`src/hw/rtl/xmb_pkg.sv`:
```
// ---------------------------------------------------------------------------
// xmb_pkg
// Shared types, constants and helpers of the XOR-metric bucket table.
// ---------------------------------------------------------------------------
package xmb_pkg;

	localparam int ID_BITS     = 64;
	localparam int BUCKET_SIZE = 8;
	localparam int RESULT_CAP  = 8;

	localparam int BKT_W  = $clog2(ID_BITS);
	localparam int SLOT_W = $clog2(BUCKET_SIZE);
	localparam int ADDR_W = BKT_W + SLOT_W;
	localparam int FILL_W = $clog2(BUCKET_SIZE + 1);
	localparam int CNT_W  = $clog2(RESULT_CAP + 1);
	localparam int PFX_W  = 7;
	localparam int AGE_W  = 21;

	localparam logic [1:0] REQ_ADD     = 2'd0;
	localparam logic [1:0] REQ_FIND    = 2'd1;
	localparam logic [1:0] REQ_REFRESH = 2'd2;

	localparam logic [2:0] ST_ADDED     = 3'd0;
	localparam logic [2:0] ST_UPDATED   = 3'd1;
	localparam logic [2:0] ST_REPLACED  = 3'd2;
	localparam logic [2:0] ST_DROPPED   = 3'd3;
	localparam logic [2:0] ST_SELF      = 3'd4;
	localparam logic [2:0] ST_FOUND     = 3'd5;
	localparam logic [2:0] ST_NONE      = 3'd6;
	localparam logic [2:0] ST_REFRESHED = 3'd7;

	localparam logic [1:0] REG_SELF_ID = 2'd0;
	localparam logic [1:0] REG_RINT    = 2'd1;
	localparam logic [1:0] REG_RAGE    = 2'd2;

	typedef struct packed {
		logic [63:0] id;
		logic [31:0] addr;
		logic [15:0] port;
		logic [31:0] seen;
	} peer_t;

	typedef struct packed {
		logic             clear;
		logic             ins;
		logic [CNT_W-1:0] maxc;
	} list_ctl_t;

	typedef enum logic [3:0] {
		FS_IDLE,
		FS_ADD_PREP,
		FS_ADD_SCAN,
		FS_ADD_DRAIN,
		FS_ADD_DEC,
		FS_FIND_SCAN,
		FS_FIND_DRAIN,
		FS_FIND_EMIT,
		FS_REF_SCAN,
		FS_REF_DRAIN,
		FS_RESP
	} fsm_t;

	// count of leading equal bits, x is the xor of the two ids
	function automatic logic [PFX_W-1:0] lead_eq(input logic [ID_BITS-1:0] x);
		logic [PFX_W-1:0] n;
		n = PFX_W'(ID_BITS);
		for (int i = 0; i < ID_BITS; i++) begin
			if (x[i]) n = PFX_W'(ID_BITS - 1 - i);
		end
		return n;
	endfunction

	function automatic logic [31:0] age_of(input logic [31:0] now, input logic [31:0] seen);
		return (now >= seen) ? (now - seen) : 32'd0;
	endfunction

endpackage

```
`src/hw/rtl/xmb_best_list.sv`:
```
// ---------------------------------------------------------------------------
// xmb_best_list
// Sorted list of the closest peers seen during a find scan.
// ---------------------------------------------------------------------------
module xmb_best_list (
	input  logic                      clk,
	input  logic                      arst_n,
	input  xmb_pkg::list_ctl_t        ctl,
	input  logic [xmb_pkg::PFX_W-1:0] new_pfx,
	input  xmb_pkg::peer_t            new_peer,
	input  logic [xmb_pkg::CNT_W-1:0] sel,
	output logic [xmb_pkg::CNT_W-1:0] cnt,
	output logic [xmb_pkg::PFX_W-1:0] sel_pfx,
	output xmb_pkg::peer_t            sel_peer
);
	import xmb_pkg::*;

	logic [CNT_W-1:0] cnt_q, cnt_d, pos;
	logic [PFX_W-1:0] pfx_q [RESULT_CAP];
	logic [PFX_W-1:0] pfx_d [RESULT_CAP];
	peer_t            peer_q [RESULT_CAP];
	peer_t            peer_d [RESULT_CAP];

	// equal prefixes keep scan order: new item goes after them
	always_comb begin
		pos = '0;
		for (int i = 0; i < RESULT_CAP; i++) begin
			if ((CNT_W'(i) < cnt_q) && (pfx_q[i] >= new_pfx)) pos = pos + 1'b1;
		end
		cnt_d = cnt_q;
		for (int i = 0; i < RESULT_CAP; i++) begin
			pfx_d[i]  = pfx_q[i];
			peer_d[i] = peer_q[i];
		end
		if (ctl.clear) begin
			cnt_d = '0;
		end else if (ctl.ins && (pos < ctl.maxc)) begin
			if (cnt_q < ctl.maxc) cnt_d = cnt_q + 1'b1;
			for (int i = 0; i < RESULT_CAP; i++) begin
				if (CNT_W'(i) == pos) begin
					pfx_d[i]  = new_pfx;
					peer_d[i] = new_peer;
				end else if ((CNT_W'(i) > pos) && (i > 0)) begin
					pfx_d[i]  = pfx_q[i-1];
					peer_d[i] = peer_q[i-1];
				end
			end
		end
	end

	always_ff @(posedge clk or negedge arst_n) begin
		if (!arst_n) cnt_q <= '0;
		else         cnt_q <= cnt_d;
	end

	always_ff @(posedge clk) begin
		for (int i = 0; i < RESULT_CAP; i++) begin
			pfx_q[i]  <= pfx_d[i];
			peer_q[i] <= peer_d[i];
		end
	end

	assign cnt      = cnt_q;
	assign sel_pfx  = pfx_q[sel[$clog2(RESULT_CAP)-1:0]];
	assign sel_peer = peer_q[sel[$clog2(RESULT_CAP)-1:0]];

endmodule

```
`config.mk`:
```
export PLATFORM = sky130hd
export DESIGN_NAME = xmb_best_list
export DESIGN_NICKNAME = d
export VERILOG_FILES = /design/src/hw/rtl/xmb_pkg.sv /design/src/hw/rtl/xmb_best_list.sv
export SDC_FILE = /design/constraint.sdc
export NUM_CORES = 2
export LEC_CHECK = 0
export BUFFER_PORTS_ARGS = -buffer_cell sky130_fd_sc_hd__buf_4
export CAP_MARGIN = 40
export CORE_MARGIN = 8
export CORE_UTILIZATION = 40
export DETAILED_ROUTE_END_ITERATION = 8
export PLACE_DENSITY = 0.56
export SYNTH_ARGS = -nofsm -noshare
export SYNTH_HDL_FRONTEND = slang
export SYNTH_SLANG_ARGS = --single-unit
```
`constraint.sdc`:
```
create_clock -name clk -period 41.7 [get_ports clk]
set_clock_uncertainty 0.1 [all_clocks]
set_input_delay 0 -clock clk [delete_from_list [all_inputs] [get_ports clk]]
set_output_delay 0 -clock clk [all_outputs]
set_load 0.03 [all_outputs]
```
==> implementation parameters <==
Parameter                              Value

Global route
  Global-route usage over all layers    21.37%
  GRT overflow    0
  Pin count of the biggest net entering global routing    158
  Initial antenna violation count    16
  Global-route wire length before repair    271100 um
  Number of global-route vias before repair    39320

Route
  WL final    183600 um
  Average via count per standard cell    5.840
  Drt pass-1 iters    5
  Remaining DRCs    0
  WL per Instance    28.78 um
  Overall via count from detail_route    37260
  Residual antenna-violating net count after detailed routing    0
  Iter 0 DRT Violations    3060

Synth
  Share of synthesized area spent on multiplexers    31.28%
  Complex-gate fraction of the synthesized area    3.545%
  Post-synthesis cell count    3620
  Register bit count reported by yosys    1212
  Leading cell type by number of instances after synthesis    sky130_fd_sc_hd__edfxtp_1
  Syn nets    3857
  Yosys cell types    74
  Largest family of logic cells by synthesized area    multiplexers
  Synth Area in Adders    1.496%
  FFs w/ async S/R, synth    0.3300%
  Mapped cell area    61880 um2
  Dominant synthesized flop cell    sky130_fd_sc_hd__edfxtp_1
  Warning count from the yosys run    0
  Simple-gate share of the synthesized area    2.255%
  Share of the synthesized netlist area taken by xor and xnor gates    0.3337%
  Area share of the largest cell type after synthesis    58.63%
  Per-instance average area after synthesis    17.09 um2
  Library cell with the largest summed area after synthesis    sky130_fd_sc_hd__edfxtp_1
  Ranking of synthesized cells by instance count    sky130_fd_sc_hd__edfxtp_1 (1208), sky130_fd_sc_hd__mux2_2 (708), sky130_fd_sc_hd__mux4_2 (302)
  Number of enable flip-flop cells after synthesis    1208
  Sequential fraction of the synthesis area    58.79%
  Cell types occupying the most area after synthesis    sky130_fd_sc_hd__edfxtp_1 (59%), sky130_fd_sc_hd__mux2_2 (13%), sky130_fd_sc_hd__mux4_2 (11%)

Clocking
  Clock transition at the register clock pins on the worst setup and hold paths after CTS    0.06 ns
  Buffer depth of the longest clock path    3
  Total CTS buffers    141
  Worst skew pair latency    0.78 ns
  TritonCTS clock tree    yes
  Number of H-tree branching levels    4
  TritonCTS sink count    1212
  Number of post-CTS setup repair buffers    0
  Cell chosen for the clock root    sky130_fd_sc_hd__clkbuf_16
  Count of cells resized by post-cts repair    0

Layout
  Proportion of layout cells with a drive suffix above 1    41.68%
  Non-filler cells, final    6379
  NumNets Final    4454
  Relative area change from synthesis to final layout    20.30%
  Final cell utilization of the core    48.38%

Critical path
  Worst path most repeated cell    sky130_fd_sc_hd__ha_1
  CP max FO    103
  CP Data Arrival Time    10.46 ns
  Slowest library cell on the worst path    sky130_fd_sc_hd__buf_12
  Classification of the worst setup path    flip-flop to flip-flop
  Crit path launch type    flip-flop
  Required time of the critical path    42.05 ns
  Kind of end point of the critical path    flip-flop
  Slowest stage delay, CP    0.63 ns

Flow run
  Number of max-capacitance violations reported    0

Die
  Floorplan row count    144
  Chip width    409.3 um
  Ports    318
  Core area    153900 um2
  Initial cell density of the core    40.21%
  Die Y    409.3 um
  Full die area    167500 um2

Status
  Status    completed

Pwr
  Sw Ratio    27.30%
  Design internal power    2.415 mW
  Part of the total power dissipated in combinational logic    18.5%
  Pleak    26.02 nW
  Proportion of power drawn by the clock network    36.3%
  Net Sw Power    0.9066 mW
  Peak supply drop    49.28 uV
  Areal power density over the cells    44.62 nW/um2
  Share of total power in sequential cells    45.2%

Timing
  Max_slew headroom    25.94%
  Maximum clock rate    98.91 MHz
  Final clock period utilization by the worst path    24.25%
  Worst-margin pin slew    1.111 ns
  Final worst hold slack    0.04425 ns
  Fin worst setup slack    31.59 ns
  Setup repair after global routing missed its margin    false
  Final hold violation count    0
  Total setup violations reported at the end of the flow    0
  Setup TNS Final    0 ns
  Fin crit period    10.11 ns
  Pins over their slew limit    0

Placement
  Worst slack at placement    31.53 ns
  Count of input and output buffers    316
  Placed instance count    5783
  Detailed placer's ending HPWL    94160 um
  Last weighted congestion value of the routability-driven placer    0.7459

Min path
  Hold Path Class    input pin to flip-flop
==> per-stage QoR <==
step	total power [mW]	area, um2
floorplan	1.918	61880
global placement	2.102	66210
detailed placement	2.117	66680
CTS	3.357	74410
global route	3.438	74420
finish	3.321	74440
==> layout by cell type, fill, tap and decap left out, drive strengths merged, types with 8 or more instances in the layout <==
| master | Yosys | routed |
|---|---|---|
| dlygate4sd3 | 0 | 335 |
| clkinv | 0 | 44 |
| mux4 | 302 | 302 |
| bufinv | 0 | 8 |
| clkbuf | 140 | 186 |
| inv | 28 | 39 |
| a21o | 11 | 11 |
| ha | 74 | 74 |
| nor2b | 9 | 9 |
| diode | 0 | 12 |
| nor2 | 18 | 18 |
| o21ai | 183 | 183 |
| xnor2 | 9 | 9 |
| edfxtp | 1208 | 1208 |
| nand2 | 24 | 24 |
| a211oi | 9 | 9 |
| buf | 131 | 390 |
| nand2b | 14 | 14 |
| or3 | 8 | 8 |
| a21oi | 164 | 164 |
| nand3 | 149 | 149 |
| mux2 | 1052 | 1052 |
| nor3 | 8 | 8 |
==> power by group through the flow <==
stage | clock network (mW) | logic (mW) | registers [mW]
2_1_floorplan | 0 | 0.373 | 1.54
3_3_place_gp | 0 | 0.578 | 1.52
3_5_place_dp | 0 | 0.592 | 1.52
4_1_cts | 1.23 | 0.622 | 1.50
5_1_grt | 1.28 | 0.652 | 1.51
6_report | 1.21 | 0.614 | 1.50
==> worst max-delay path: cells and delay by family, from the launching register on <==
kind / cells / cell delay, ns
AOI/OAI and AO/OA: 15 / 3.79
buffers and inverters: 7 / 1.87
adders and majority gates: 6 / 1.73
and+or+nand+nor: 7 / 1.07
xor gates and xnor gates: 2 / 0.63
DFF: 1 / 0.39
muxes: 1 / 0.12
==> per-layer routing <==
metal	track usage (%)	vias to the layer above	part of all wire, %
met1	29.69	19730	44
met2	34.37	1313	47
met5	0	-	0.022
li1	-	15940	-
met4	6.065	6	2.5
met3	4.027	264	6.2
==> registers in the layout, indices dropped and copies added (netlist names) <==
signal and flops:
peer_q 1152, pfx_q 56, cnt 4
==> layout make-up <==
type	instances	area (um2)
Inverter	28	105.1
Multi-Input combinational cell	2109	24210
Antenna cell	12	30.03
Timing Repair Buffer	725	6784
Fill cell	13250	79430
Tap cell	2044	2557
Sequential cell	1212	36370
Clock inverter	63	586.8
Clock buffer	186	3791
==> path summary, 6_finish.rpt <==
path,endpoint,slack [ns],cells after the start,from
worst max-delay path,peer_q[2][37],31.59,38,pfx_q[0][0]
worst min-delay path,peer_q[1][69],0.04,3,new_peer[69]
worst max register to register,peer_q[2][37],31.59,38,pfx_q[0][0]
worst min register to register,peer_q[4][134],0.44,1,peer_q[3][134]
max in group asynchronous,cnt[0],41.08,3,arst_n
min in group asynchronous,cnt[3],0.25,3,arst_n
==> cells by family (layout without fill, tap and decap cells) <==
family                   Yosys count  after routing
buffers and inverters            299           1002
adder cells (fa/ha/maj)           74             74
XOR/XNOR                          16             16
other                              0             12
multiplexers                    1357           1357
AO/OA/AOI/OAI                    400            400
AND/OR/NAND/NOR                  262            262
flip-flops                      1212           1212
==> timing repair <==
item                                    CTS  global route
hold buffers                            335             0
endpoints found under the hold margin  1223             0
setup endpoints to repair                 0             0
Note: power is estimated with default switching activity, not from simulation.
